$ cat src/hdl/md5_message_digest_macros.svh
// ----------------------------------------------------------------------------
// md5 assertion macros
// shared concurrent assertion forms for the md5 digest block
// ----------------------------------------------------------------------------
`ifndef MD5_MESSAGE_DIGEST_MACROS_SVH
`define MD5_MESSAGE_DIGEST_MACROS_SVH

// implication checked on every clock edge outside reset
`define MD5_ASSERT_IMP(label, ante, cons, msg) \
   label: assert property (@(posedge clock) disable iff (reset) (ante) |-> (cons)) \
      else $error(msg);

// implication checked in the cycle after the antecedent
`define MD5_ASSERT_NEXT(label, ante, cons, msg) \
   label: assert property (@(posedge clock) disable iff (reset) (ante) |=> (cons)) \
      else $error(msg);

`endif

$ cat src/hdl/md5_pkg.sv
// ----------------------------------------------------------------------------
// md5 package
// shared types, constants and round tables of the md5 digest block
// ----------------------------------------------------------------------------
package md5_pkg;

   typedef struct packed {
      logic [7:0] data_byte;
      logic       has_byte;
      logic       last;
   } req_type;

   typedef struct packed {
      logic [31:0] digest_word_a;
      logic [31:0] digest_word_b;
      logic [31:0] digest_word_c;
      logic [31:0] digest_word_d;
   } rsp_type;

   localparam logic [31:0] INIT_A = 32'h67452301;
   localparam logic [31:0] INIT_B = 32'hEFCDAB89;
   localparam logic [31:0] INIT_C = 32'h98BADCFE;
   localparam logic [31:0] INIT_D = 32'h10325476;
   localparam logic [7:0]  PAD_BYTE = 8'h80;
   localparam logic [5:0]  LEN_POS = 6'd56;

   // byte source selects for the buffer write
   localparam logic [1:0] WSEL_DATA = 2'd0;
   localparam logic [1:0] WSEL_PAD  = 2'd1;
   localparam logic [1:0] WSEL_ZERO = 2'd2;
   localparam logic [1:0] WSEL_LEN  = 2'd3;

   // commands from controller to datapath
   typedef struct packed {
      logic       buf_we;
      logic [5:0] buf_addr;
      logic [1:0] buf_wsel;
      logic       count_inc;
      logic       len_latch;
      logic       round_start;
      logic       round_step;
      logic       chain_update;
      logic       chain_init;
   } cmd_type;

   // status from datapath to controller
   typedef struct packed {
      logic [5:0] fill_pos;
      logic       round_last;
   } sts_type;

   function automatic logic [31:0] round_k(input logic [5:0] r);
      logic [31:0] k;
      case (r)
         6'd0:  k = 32'hd76aa478; 6'd1:  k = 32'he8c7b756;
         6'd2:  k = 32'h242070db; 6'd3:  k = 32'hc1bdceee;
         6'd4:  k = 32'hf57c0faf; 6'd5:  k = 32'h4787c62a;
         6'd6:  k = 32'ha8304613; 6'd7:  k = 32'hfd469501;
         6'd8:  k = 32'h698098d8; 6'd9:  k = 32'h8b44f7af;
         6'd10: k = 32'hffff5bb1; 6'd11: k = 32'h895cd7be;
         6'd12: k = 32'h6b901122; 6'd13: k = 32'hfd987193;
         6'd14: k = 32'ha679438e; 6'd15: k = 32'h49b40821;
         6'd16: k = 32'hf61e2562; 6'd17: k = 32'hc040b340;
         6'd18: k = 32'h265e5a51; 6'd19: k = 32'he9b6c7aa;
         6'd20: k = 32'hd62f105d; 6'd21: k = 32'h02441453;
         6'd22: k = 32'hd8a1e681; 6'd23: k = 32'he7d3fbc8;
         6'd24: k = 32'h21e1cde6; 6'd25: k = 32'hc33707d6;
         6'd26: k = 32'hf4d50d87; 6'd27: k = 32'h455a14ed;
         6'd28: k = 32'ha9e3e905; 6'd29: k = 32'hfcefa3f8;
         6'd30: k = 32'h676f02d9; 6'd31: k = 32'h8d2a4c8a;
         6'd32: k = 32'hfffa3942; 6'd33: k = 32'h8771f681;
         6'd34: k = 32'h6d9d6122; 6'd35: k = 32'hfde5380c;
         6'd36: k = 32'ha4beea44; 6'd37: k = 32'h4bdecfa9;
         6'd38: k = 32'hf6bb4b60; 6'd39: k = 32'hbebfbc70;
         6'd40: k = 32'h289b7ec6; 6'd41: k = 32'heaa127fa;
         6'd42: k = 32'hd4ef3085; 6'd43: k = 32'h04881d05;
         6'd44: k = 32'hd9d4d039; 6'd45: k = 32'he6db99e5;
         6'd46: k = 32'h1fa27cf8; 6'd47: k = 32'hc4ac5665;
         6'd48: k = 32'hf4292244; 6'd49: k = 32'h432aff97;
         6'd50: k = 32'hab9423a7; 6'd51: k = 32'hfc93a039;
         6'd52: k = 32'h655b59c3; 6'd53: k = 32'h8f0ccc92;
         6'd54: k = 32'hffeff47d; 6'd55: k = 32'h85845dd1;
         6'd56: k = 32'h6fa87e4f; 6'd57: k = 32'hfe2ce6e0;
         6'd58: k = 32'ha3014314; 6'd59: k = 32'h4e0811a1;
         6'd60: k = 32'hf7537e82; 6'd61: k = 32'hbd3af235;
         6'd62: k = 32'h2ad7d2bb; 6'd63: k = 32'heb86d391;
         default: k = 32'h0;
      endcase
      return k;
   endfunction

   function automatic logic [4:0] round_shift(input logic [5:0] r);
      logic [4:0] s;
      case ({r[5:4], r[1:0]})
         4'd0:  s = 5'd7;  4'd1:  s = 5'd12; 4'd2:  s = 5'd17; 4'd3:  s = 5'd22;
         4'd4:  s = 5'd5;  4'd5:  s = 5'd9;  4'd6:  s = 5'd14; 4'd7:  s = 5'd20;
         4'd8:  s = 5'd4;  4'd9:  s = 5'd11; 4'd10: s = 5'd16; 4'd11: s = 5'd23;
         4'd12: s = 5'd6;  4'd13: s = 5'd10; 4'd14: s = 5'd15; 4'd15: s = 5'd21;
         default: s = 5'd0;
      endcase
      return s;
   endfunction

   // message word index used by a round
   function automatic logic [3:0] round_word(input logic [5:0] r);
      logic [3:0] g;
      logic [7:0] m;
      case (r[5:4])
         2'd0: m = {2'b0, r};
         2'd1: m = 8'({2'b0, r} * 8'd5 + 8'd1);
         2'd2: m = 8'({2'b0, r} * 8'd3 + 8'd5);
         default: m = 8'({2'b0, r} * 8'd7);
      endcase
      g = m[3:0];
      return g;
   endfunction

endpackage

$ cat src/hdl/md5_ctrl.sv
// ----------------------------------------------------------------------------
// md5 controller
// sequences byte intake, padding, length append, rounds and digest output
// ----------------------------------------------------------------------------
`include "md5_message_digest_macros.svh"

module md5_ctrl (
   input  logic               clock,
   input  logic               reset,
   input  logic               req_valid,
   output logic               req_ready,
   input  md5_pkg::req_type   req_data,
   output logic               rsp_valid,
   input  logic               rsp_ready,
   output md5_pkg::cmd_type   cmd,
   input  md5_pkg::sts_type   sts
);

   localparam logic [2:0] ST_IDLE  = 3'd0;
   localparam logic [2:0] ST_ROUND = 3'd1;
   localparam logic [2:0] ST_PAD   = 3'd2;
   localparam logic [2:0] ST_ZERO  = 3'd3;
   localparam logic [2:0] ST_LEN   = 3'd4;
   localparam logic [2:0] ST_OUT   = 3'd5;
   localparam logic [2:0] ST_FIN   = 3'd6;

   logic [2:0] state_ff, state_in;
   logic [5:0] ptr_ff, ptr_in;
   // closing flags: finishing message, and whether the length block is still due
   logic       closing_ff, closing_in;
   logic       final_ff, final_in;
   // remembers that the pad byte of this message is already in a buffer
   logic       padded_ff, padded_in;

   assign req_ready = (state_ff == ST_IDLE);
   assign rsp_valid = (state_ff == ST_OUT);

   // next state and commands
   always_comb begin
      state_in   = state_ff;
      ptr_in     = ptr_ff;
      closing_in = closing_ff;
      final_in   = final_ff;
      cmd        = '0;
      case (state_ff)
         ST_IDLE: begin
            if (req_valid) begin
               if (req_data.has_byte) begin
                  cmd.buf_we    = 1'b1;
                  cmd.buf_addr  = sts.fill_pos;
                  cmd.buf_wsel  = md5_pkg::WSEL_DATA;
                  cmd.count_inc = 1'b1;
               end
               closing_in = req_data.last;
               final_in   = 1'b0;
               if (req_data.has_byte && sts.fill_pos == 6'd63) begin
                  cmd.round_start = 1'b1;
                  state_in = ST_ROUND;
               end else if (req_data.last) begin
                  // pad position is the fill after this byte
                  state_in = ST_PAD;
               end
            end
         end
         ST_PAD: begin
            cmd.buf_we    = 1'b1;
            cmd.buf_addr  = sts.fill_pos;
            cmd.buf_wsel  = md5_pkg::WSEL_PAD;
            cmd.len_latch = 1'b1;
            ptr_in = 6'(sts.fill_pos + 6'd1);
            if (sts.fill_pos == 6'd63) begin
               if (sts.fill_pos >= md5_pkg::LEN_POS) begin
                  cmd.round_start = 1'b1;
                  state_in = ST_ROUND;
               end
            end else if (sts.fill_pos == 6'd55) begin
               // pad lands just before the length field
               ptr_in   = md5_pkg::LEN_POS;
               state_in = ST_LEN;
            end else begin
               state_in = ST_ZERO;
            end
            final_in = (sts.fill_pos < md5_pkg::LEN_POS);
         end
         ST_ZERO: begin
            // zero up to byte 55, or to 63 when the length goes in the next block
            cmd.buf_we   = 1'b1;
            cmd.buf_addr = ptr_ff;
            cmd.buf_wsel = md5_pkg::WSEL_ZERO;
            ptr_in = 6'(ptr_ff + 6'd1);
            if (final_ff && ptr_ff == 6'd55) begin
               ptr_in   = md5_pkg::LEN_POS;
               state_in = ST_LEN;
            end else if (!final_ff && ptr_ff == 6'd63) begin
               cmd.round_start = 1'b1;
               state_in = ST_ROUND;
            end
         end
         ST_LEN: begin
            cmd.buf_we   = 1'b1;
            cmd.buf_addr = ptr_ff;
            cmd.buf_wsel = md5_pkg::WSEL_LEN;
            ptr_in = 6'(ptr_ff + 6'd1);
            if (ptr_ff == 6'd63) begin
               cmd.round_start = 1'b1;
               state_in = ST_ROUND;
            end
         end
         ST_ROUND: begin
            cmd.round_step = 1'b1;
            if (sts.round_last) begin
               cmd.chain_update = 1'b1;
               if (!closing_ff) begin
                  state_in = ST_IDLE;
               end else if (final_ff) begin
                  state_in = ST_OUT;
               end else begin
                  state_in = ST_FIN;
               end
            end
         end
         ST_FIN: begin
            // pad already written goes to a fresh zero block, else pad now
            if (!padded_ff) begin
               state_in = ST_PAD;
            end else begin
               ptr_in   = 6'd0;
               final_in = 1'b1;
               state_in = ST_ZERO;
            end
         end
         ST_OUT: begin
            if (rsp_ready) begin
               cmd.chain_init = 1'b1;
               closing_in = 1'b0;
               state_in   = ST_IDLE;
            end
         end
         default: state_in = ST_IDLE;
      endcase
   end

   // pad tracking for the current message
   always_comb begin
      padded_in = padded_ff;
      if (state_ff == ST_IDLE) begin
         padded_in = 1'b0;
      end
      if (state_ff == ST_PAD) begin
         padded_in = 1'b1;
      end
   end

   always_ff @(posedge clock) begin
      if (reset) begin
         state_ff   <= ST_IDLE;
         ptr_ff     <= '0;
         closing_ff <= 1'b0;
         final_ff   <= 1'b0;
         padded_ff  <= 1'b0;
      end else begin
         state_ff   <= state_in;
         ptr_ff     <= ptr_in;
         closing_ff <= closing_in;
         final_ff   <= final_in;
         padded_ff  <= padded_in;
      end
   end

   `MD5_ASSERT_IMP(a_out_closing, state_ff == ST_OUT, closing_ff && final_ff,
      "digest shown outside a closing message")
   `MD5_ASSERT_IMP(a_ready_no_round, req_ready, !cmd.round_step,
      "rounds run while accepting bytes")
   `MD5_ASSERT_NEXT(a_start_round, cmd.round_start, state_ff == ST_ROUND,
      "round start without entering round state")

endmodule

$ cat src/hdl/md5_datapath.sv
// ----------------------------------------------------------------------------
// md5 datapath
// block buffer, bit count, chaining words and one-round-per-cycle unit
// ----------------------------------------------------------------------------
`include "md5_message_digest_macros.svh"

module md5_datapath (
   input  logic               clock,
   input  logic               reset,
   input  logic [7:0]         data_byte,
   input  md5_pkg::cmd_type   cmd,
   output md5_pkg::sts_type   sts,
   output md5_pkg::rsp_type   rsp_data
);

   logic [31:0] buf_ff [16];
   logic [63:0] bits_ff, bits_in;
   logic [63:0] len_ff;
   logic [31:0] ch_ff [4];
   logic [31:0] a_ff, b_ff, c_ff, d_ff;
   logic [5:0]  rnd_ff;
   logic [7:0]  wbyte;
   logic [31:0] word, f, t, rot;
   logic [3:0]  g;
   logic [4:0]  s;

   assign sts.fill_pos   = bits_ff[8:3];
   assign sts.round_last = (rnd_ff == 6'd63);
   assign rsp_data = '{ch_ff[0], ch_ff[1], ch_ff[2], ch_ff[3]};

   // byte written to the buffer
   always_comb begin
      case (cmd.buf_wsel)
         md5_pkg::WSEL_DATA: wbyte = data_byte;
         md5_pkg::WSEL_PAD:  wbyte = md5_pkg::PAD_BYTE;
         md5_pkg::WSEL_ZERO: wbyte = 8'h00;
         default:            wbyte = len_ff[{cmd.buf_addr[2:0], 3'b000} +: 8];
      endcase
   end

   // buffer as 16 little-endian words, one byte lane written per cycle
   always_ff @(posedge clock) begin
      if (cmd.buf_we) begin
         buf_ff[cmd.buf_addr[5:2]][{cmd.buf_addr[1:0], 3'b000} +: 8] <= wbyte;
      end
   end

   // round function
   always_comb begin
      g    = md5_pkg::round_word(rnd_ff);
      s    = md5_pkg::round_shift(rnd_ff);
      word = buf_ff[g];
      case (rnd_ff[5:4])
         2'd0: f = (b_ff & c_ff) | (~b_ff & d_ff);
         2'd1: f = (b_ff & d_ff) | (c_ff & ~d_ff);
         2'd2: f = b_ff ^ c_ff ^ d_ff;
         default: f = c_ff ^ (b_ff | ~d_ff);
      endcase
      t   = a_ff + f + word + md5_pkg::round_k(rnd_ff);
      rot = (t << s) | (t >> (6'd32 - {1'b0, s}));
   end

   // bit count
   always_comb begin
      bits_in = bits_ff;
      if (cmd.count_inc) begin
         bits_in = bits_ff + 64'd8;
      end
      if (cmd.chain_init) begin
         bits_in = '0;
      end
   end

   always_ff @(posedge clock) begin
      if (reset) begin
         bits_ff <= '0;
         rnd_ff  <= '0;
         ch_ff   <= '{md5_pkg::INIT_A, md5_pkg::INIT_B, md5_pkg::INIT_C, md5_pkg::INIT_D};
      end else begin
         bits_ff <= bits_in;
         if (cmd.len_latch && !cmd.round_step) begin
            len_ff <= bits_ff;
         end
         if (cmd.round_start) begin
            rnd_ff <= '0;
            a_ff <= ch_ff[0];
            b_ff <= ch_ff[1];
            c_ff <= ch_ff[2];
            d_ff <= ch_ff[3];
         end else if (cmd.round_step) begin
            rnd_ff <= 6'(rnd_ff + 6'd1);
            a_ff <= d_ff;
            b_ff <= b_ff + rot;
            c_ff <= b_ff;
            d_ff <= c_ff;
         end
         if (cmd.chain_update) begin
            ch_ff[0] <= ch_ff[0] + d_ff;
            ch_ff[1] <= ch_ff[1] + b_ff + rot;
            ch_ff[2] <= ch_ff[2] + b_ff;
            ch_ff[3] <= ch_ff[3] + c_ff;
         end
         if (cmd.chain_init) begin
            ch_ff <= '{md5_pkg::INIT_A, md5_pkg::INIT_B, md5_pkg::INIT_C, md5_pkg::INIT_D};
         end
      end
   end

   `MD5_ASSERT_NEXT(a_round_adv, cmd.round_step && !sts.round_last,
      rnd_ff == 6'($past(rnd_ff) + 6'd1), "round counter did not advance")
   `MD5_ASSERT_IMP(a_no_write_in_round, cmd.round_step, !cmd.buf_we,
      "buffer written during rounds")
   `MD5_ASSERT_NEXT(a_init_clears, cmd.chain_init, bits_ff == 64'd0,
      "bit count not cleared after digest")

endmodule

$ cat src/hdl/md5_message_digest.sv
// ----------------------------------------------------------------------------
// md5 message digest
// byte-serial md5 hash with controller and round datapath
// ----------------------------------------------------------------------------
// usage: the req channel carries one word per item: a byte with has_byte,
// and last to close the message. an item with has_byte low and last low does
// nothing. the rsp channel returns one word, the four digest words, per
// message, after the item with last set.
// throughput: bytes are taken one per cycle while req_ready is high; the byte
// that fills a block holds req_ready low while the round unit runs its 64
// rounds, one md5 round per cycle.
// after the word with last: a pad byte, zero fill up to byte 55, eight length
// bytes and 64 rounds; when the length does not fit, zero fill to the block
// end, 64 rounds, a block of zeros and the length, and 64 more rounds.
// while the digest waits on rsp_ready the block holds it and takes no item.
// reset returns the chaining words to the initial vector and clears the
// bit count and control state; the block buffer is not cleared.
// ----------------------------------------------------------------------------
`include "md5_message_digest_macros.svh"

module md5_message_digest (
   input  logic               clock,
   input  logic               reset,
   input  logic               req_valid,
   output logic               req_ready,
   input  md5_pkg::req_type   req_data,
   output logic               rsp_valid,
   input  logic               rsp_ready,
   output md5_pkg::rsp_type   rsp_data
);

   md5_pkg::cmd_type cmd;
   md5_pkg::sts_type sts;

   md5_ctrl u_ctrl (
      .clock     (clock),
      .reset     (reset),
      .req_valid (req_valid),
      .req_ready (req_ready),
      .req_data  (req_data),
      .rsp_valid (rsp_valid),
      .rsp_ready (rsp_ready),
      .cmd       (cmd),
      .sts       (sts)
   );

   md5_datapath u_datapath (
      .clock     (clock),
      .reset     (reset),
      .data_byte (req_data.data_byte),
      .cmd       (cmd),
      .sts       (sts),
      .rsp_data  (rsp_data)
   );

   `MD5_ASSERT_IMP(a_excl, rsp_valid, !req_ready, "input taken while digest pending")
   `MD5_ASSERT_NEXT(a_rsp_done, rsp_valid && rsp_ready, !rsp_valid,
      "digest repeated")

endmodule

$ cat config.mk
export PLATFORM = sky130hd
export DESIGN_NAME = md5_message_digest
export DESIGN_NICKNAME = d
export VERILOG_FILES = /design/src/hdl/md5_pkg.sv /design/src/hdl/md5_ctrl.sv /design/src/hdl/md5_datapath.sv /design/src/hdl/md5_message_digest.sv
export VERILOG_INCLUDE_DIRS = /design/src /design/src/hdl
export SDC_FILE = /design/constraint.sdc
export NUM_CORES = 2
export LEC_CHECK = 0
export CAP_MARGIN = 10
export CORE_ASPECT_RATIO = 0.5
export CORE_MARGIN = 5
export CORE_UTILIZATION = 40
export DETAILED_ROUTE_END_ITERATION = 10
export DONT_BUFFER_PORTS = 1
export MAX_ROUTING_LAYER = met4
export SKIP_LAST_GASP = 1
export SYNTH_ARGS = -nofsm -noshare
export SYNTH_HDL_FRONTEND = slang
export SYNTH_HIERARCHICAL = 1
export SYNTH_SLANG_ARGS = --single-unit
$ cat constraint.sdc
create_clock -name clock -period 19.9 [get_ports clock]
set_clock_uncertainty 0.05 [all_clocks]
set_input_delay 2.985 -clock clock [delete_from_list [all_inputs] [get_ports clock]]
set_output_delay 2.985 -clock clock [all_outputs]
set_load 0.01 [all_outputs]
==> impl_metrics.py <==
metrics = {
    "outcome": {
        "outcome": "finished, final reports clean",
    },
    "grt": {
        "grt_pass1_wl_mm": 279.6,
        "grt.busiest_layer": "met1",
        "antenna_found_initial": 3,
        "grt_use_met2_pct": 34.90,
        "grt_pass1_vias": 41491,
        "met3_usage_pct": 4.871,
        "grt_util_met1_pct": 37.48,
        "grt.overflow.total": 0,
        "grt_usage_pct": 25.30,
        "grt_max_degree": 132,
    },
    "clock_tree": {
        "post_cts_resized": 0,
        "path_clk_slew_ns": 0.07,
        "clock_path_buffers": 3,
        "cts_tree": "done",
        "clock_latency_ns": 0.74,
        "hold_buffers": 0,
        "htreeDepth": 3,
        "cts.sinks": 945,
        "cts_buffers": 92,
        "cts_root_buffer": "clkbuf_16",
        "cts_setup_buffers": 0,
    },
    "setup_path": {
        "cp_top_family": "compound AO/OA/AOI/OAI gates",
        "cp-end-kind": "flop",
        "r2r_end": "u_datapath/rsp_data[95]",
        "cp_max_fo": 43,
        "cp.arrival_ns": 14.55,
        "worst_r2r_path_depth": 40,
        "cp.required_ns": 20.50,
        "path_buf_inv": 6,
        "critical_path_class": "reg2reg",
        "timing.rr.start": "u_datapath/rnd_ff[2]",
        "startpoint_type": "flop",
        "max_stage_delay_ns": 0.97,
        "reg2reg_slack_ns": 5.95,
        "slowest_stage": "o311ai_0",
    },
    "hold_path": {
        "hold_path_class": "reg2reg",
        "worstHoldStart": "u_datapath/bits_ff[44]",
        "holdPathEnd": "u_datapath/len_ff[44]",
        "whs_path_depth": 0,
    },
    "die": {
        "core-area_sq_um": 142400,
        "die_h_um": 277.1,
        "start_util_pct": 40.10,
        "dieWidth_um": 544.3,
        "num_rows": 98,
        "io_pins": 144,
        "die-area_sq_um": 150800,
    },
    "timing": {
        "maxSlewViolCount": 0,
        "min_period_ns": 13.95,
        "setup_viol": 0,
        "final.setup.tns_ns": 0,
        "grt_setup_unrepaired": "false",
        "slew_headroom_pct": 17.15,
        "final.period_utilization_pct": 70.09,
        "finalHoldViolations": 0,
        "tightest_slew_ns": 1.238,
        "max_freq_mhz": 71.69,
    },
    "logic_synthesis": {
        "syn_inst": 5469,
        "synth-seq-area-share_pct": 45.43,
        "syn_avg_cell_area_sq_um": 10.44,
        "syn_area_sq_um": 57090,
        "synth-edff-count": 701,
        "synth-seq-cells": 945,
        "synthArstFlopShare_pct": 0,
        "synth.distinct_cells": 98,
        "synth_warnings": 6,
        "synth_nets": 5802,
        "synth-main-ff-cell": "edfxtp_1",
    },
    "detailed_routing": {
        "vias": 44275,
        "first_pass_iters": 6,
        "drc": 0,
        "drtAntennaViolNets": 0,
        "wirelength_mm": 190.5,
        "routedWlPerCell_um": 26.03,
        "vias_per_cell": 6.050,
        "first_iter_violations": 5208,
    },
    "placement": {
        "io_buffers": 0,
        "dp.cells": 7143,
        "placed_area_sq_um": 59010,
        "dpl.hpwl_mm": 137.8,
        "gp_congestion": 0.9947,
    },
    "layout": {
        "diodes": 0,
        "fillers": 13126,
        "stdcell_area_sq_um": 62280,
        "fin_cells": 7318,
        "drive_gt1_share_pct": 9.321,
        "nets": 5672,
        "areaGrowthSynthToFinish_pct": 9.102,
    },
    "job": {
        "maxCapViolations": 0,
    },
}
-- synthesized netlist by cell type, types with 25 or more instances --
cell | number | share of area, %
nor2_1 | 570 | 3.7
a21oi_1 | 368 | 3.2
fa_1 | 100 | 3.5
and3_1 | 43 | 0.47
a31oi_1 | 61 | 0.67
nor3_1 | 90 | 0.79
o22ai_1 | 25 | 0.27
or3_1 | 29 | 0.32
a211oi_1 | 85 | 1.1
nand3_1 | 94 | 0.82
xnor2_1 | 136 | 2.1
nand2b_1 | 36 | 0.39
ha_1 | 219 | 4.8
o21ai_0 | 373 | 3.3
a21o_1 | 78 | 1.0
mux2i_1 | 136 | 2.4
inv_1 | 357 | 2.3
o211ai_1 | 59 | 0.78
mux2_2 | 55 | 1.1
buf_1 | 58 | 0.38
o21a_1 | 37 | 0.49
nor2b_1 | 64 | 0.70
xor2_1 | 144 | 2.2
nand2_1 | 481 | 3.2
a311oi_1 | 35 | 0.54
edfxtp_1 | 701 | 37
dfxtp_1 | 244 | 8.6
o22a_1 | 34 | 0.52
clkbuf_1 | 218 | 1.4
mux4_2 | 169 | 6.7
-- per-layer routing --
layer	share of wire (%)	wire length, um	vias up
met5	0	0	-
met4	3.3	6198	0
met3	9.5	18160	303
met2	41	78820	2100
met1	46	87310	22052
li1	-	-	19820
-- sequential cells by signal (all words and copies together), names as in the netlist, named ones only --
name / count
u_datapath/rsp_data: 128
u_datapath/bits_ff: 61
u_ctrl/ptr_ff: 6
u_datapath/d_ff: 32
u_datapath/rnd_ff: 6
u_ctrl/final_ff: 1
u_datapath/len_ff: 61
u_datapath/a_ff: 32
u_datapath/c_ff: 32
u_datapath/buf_ff: 512
u_ctrl/closing_ff: 1
u_ctrl/state_ff: 3
u_datapath/s: 5
u_ctrl/padded_ff: 1
u_datapath/b_ff: 32
-- metrics by stage --
stage	util, %	hold WS (ns)	setup slack, ns
finish	43.75	0.3864	5.951
global route	43.75	0.4081	5.015
detailed placement	41.45	0.3698	6.171
floorplan	-	0.3582	8.176
CTS	43.73	0.3863	6.108
global placement	41.45	0.3669	6.318
-- worst max-delay path by stage --
stage / from / endpoint / slack (ns) / cells past startpoint
after CTS: u_datapath/rnd_ff[1] / u_datapath/rsp_data[95] / 6.11 / 44
after floorplan: u_datapath/rnd_ff[1] / u_datapath/rsp_data[95] / 8.18 / 47
after detailed placement: u_datapath/rnd_ff[1] / u_datapath/rsp_data[95] / 6.17 / 44
after global placement: u_datapath/rnd_ff[1] / u_datapath/rsp_data[95] / 6.32 / 43
after global routing: u_datapath/rnd_ff[1] / u_datapath/rsp_data[95] / 5.02 / 45
final: u_datapath/rnd_ff[2] / u_datapath/rsp_data[95] / 5.95 / 40
-- placed cells by master (no fill, tap or decap), drive strengths merged, types with 36 or more instances in the layout --
cell type,n
nand2,481
fa,100
and3,43
mux4,169
mux2,56
inv,363
nor3,93
a211oi,86
buf,71
nor2b,64
nand2b,36
clkinv,44
nor2,572
clkbuf,112
xnor2,136
a21oi,369
xor2,144
nand3,94
a31oi,61
o21ai,379
ha,219
dfxtp,244
o21a,38
mux2i,136
edfxtp,701
a21o,78
o211ai,62
-- worst register-to-register path, delay by kind of cell (launching register included) --
kind,cells,cell delay (ns)
and+or+nand+nor,6,1.46
DFF,1,0.57
adders and majority gates,7,3.03
buffers and inverters,6,1.13
AOI/OAI and AO/OA,17,5.91
muxes,4,1.74
-- cells by family after synthesis --
| group | share of synthesized area [%] |
|---|---|
| adder cells (fa/ha/maj) | 8.412 |
| buffers and inverters | 4.416 |
| XOR/XNOR | 4.338 |
| AO/OA/AOI/OAI | 15.61 |
| multiplexers | 10.16 |
| AND/OR/NAND/NOR | 11.64 |
| flip-flops | 45.43 |
-- final cells by class --
| type | count | area, sq um | area share (%) |
|---|---|---|---|
| flip-flops and latches | 945 | 25940 | 41.65 |
| well taps | 1900 | 2377 | 3.817 |
| multi-input cells | 3865 | 28780 | 46.21 |
| clock inverters | 61 | 819.5 | 1.316 |
| inverters | 364 | 1366 | 2.194 |
| clock buffers | 112 | 2429 | 3.899 |
| repair buffers | 71 | 569.3 | 0.9141 |
Power is not shown: default switching activity piles up to over one toggle a cycle in this logic, so the estimate is an artifact.
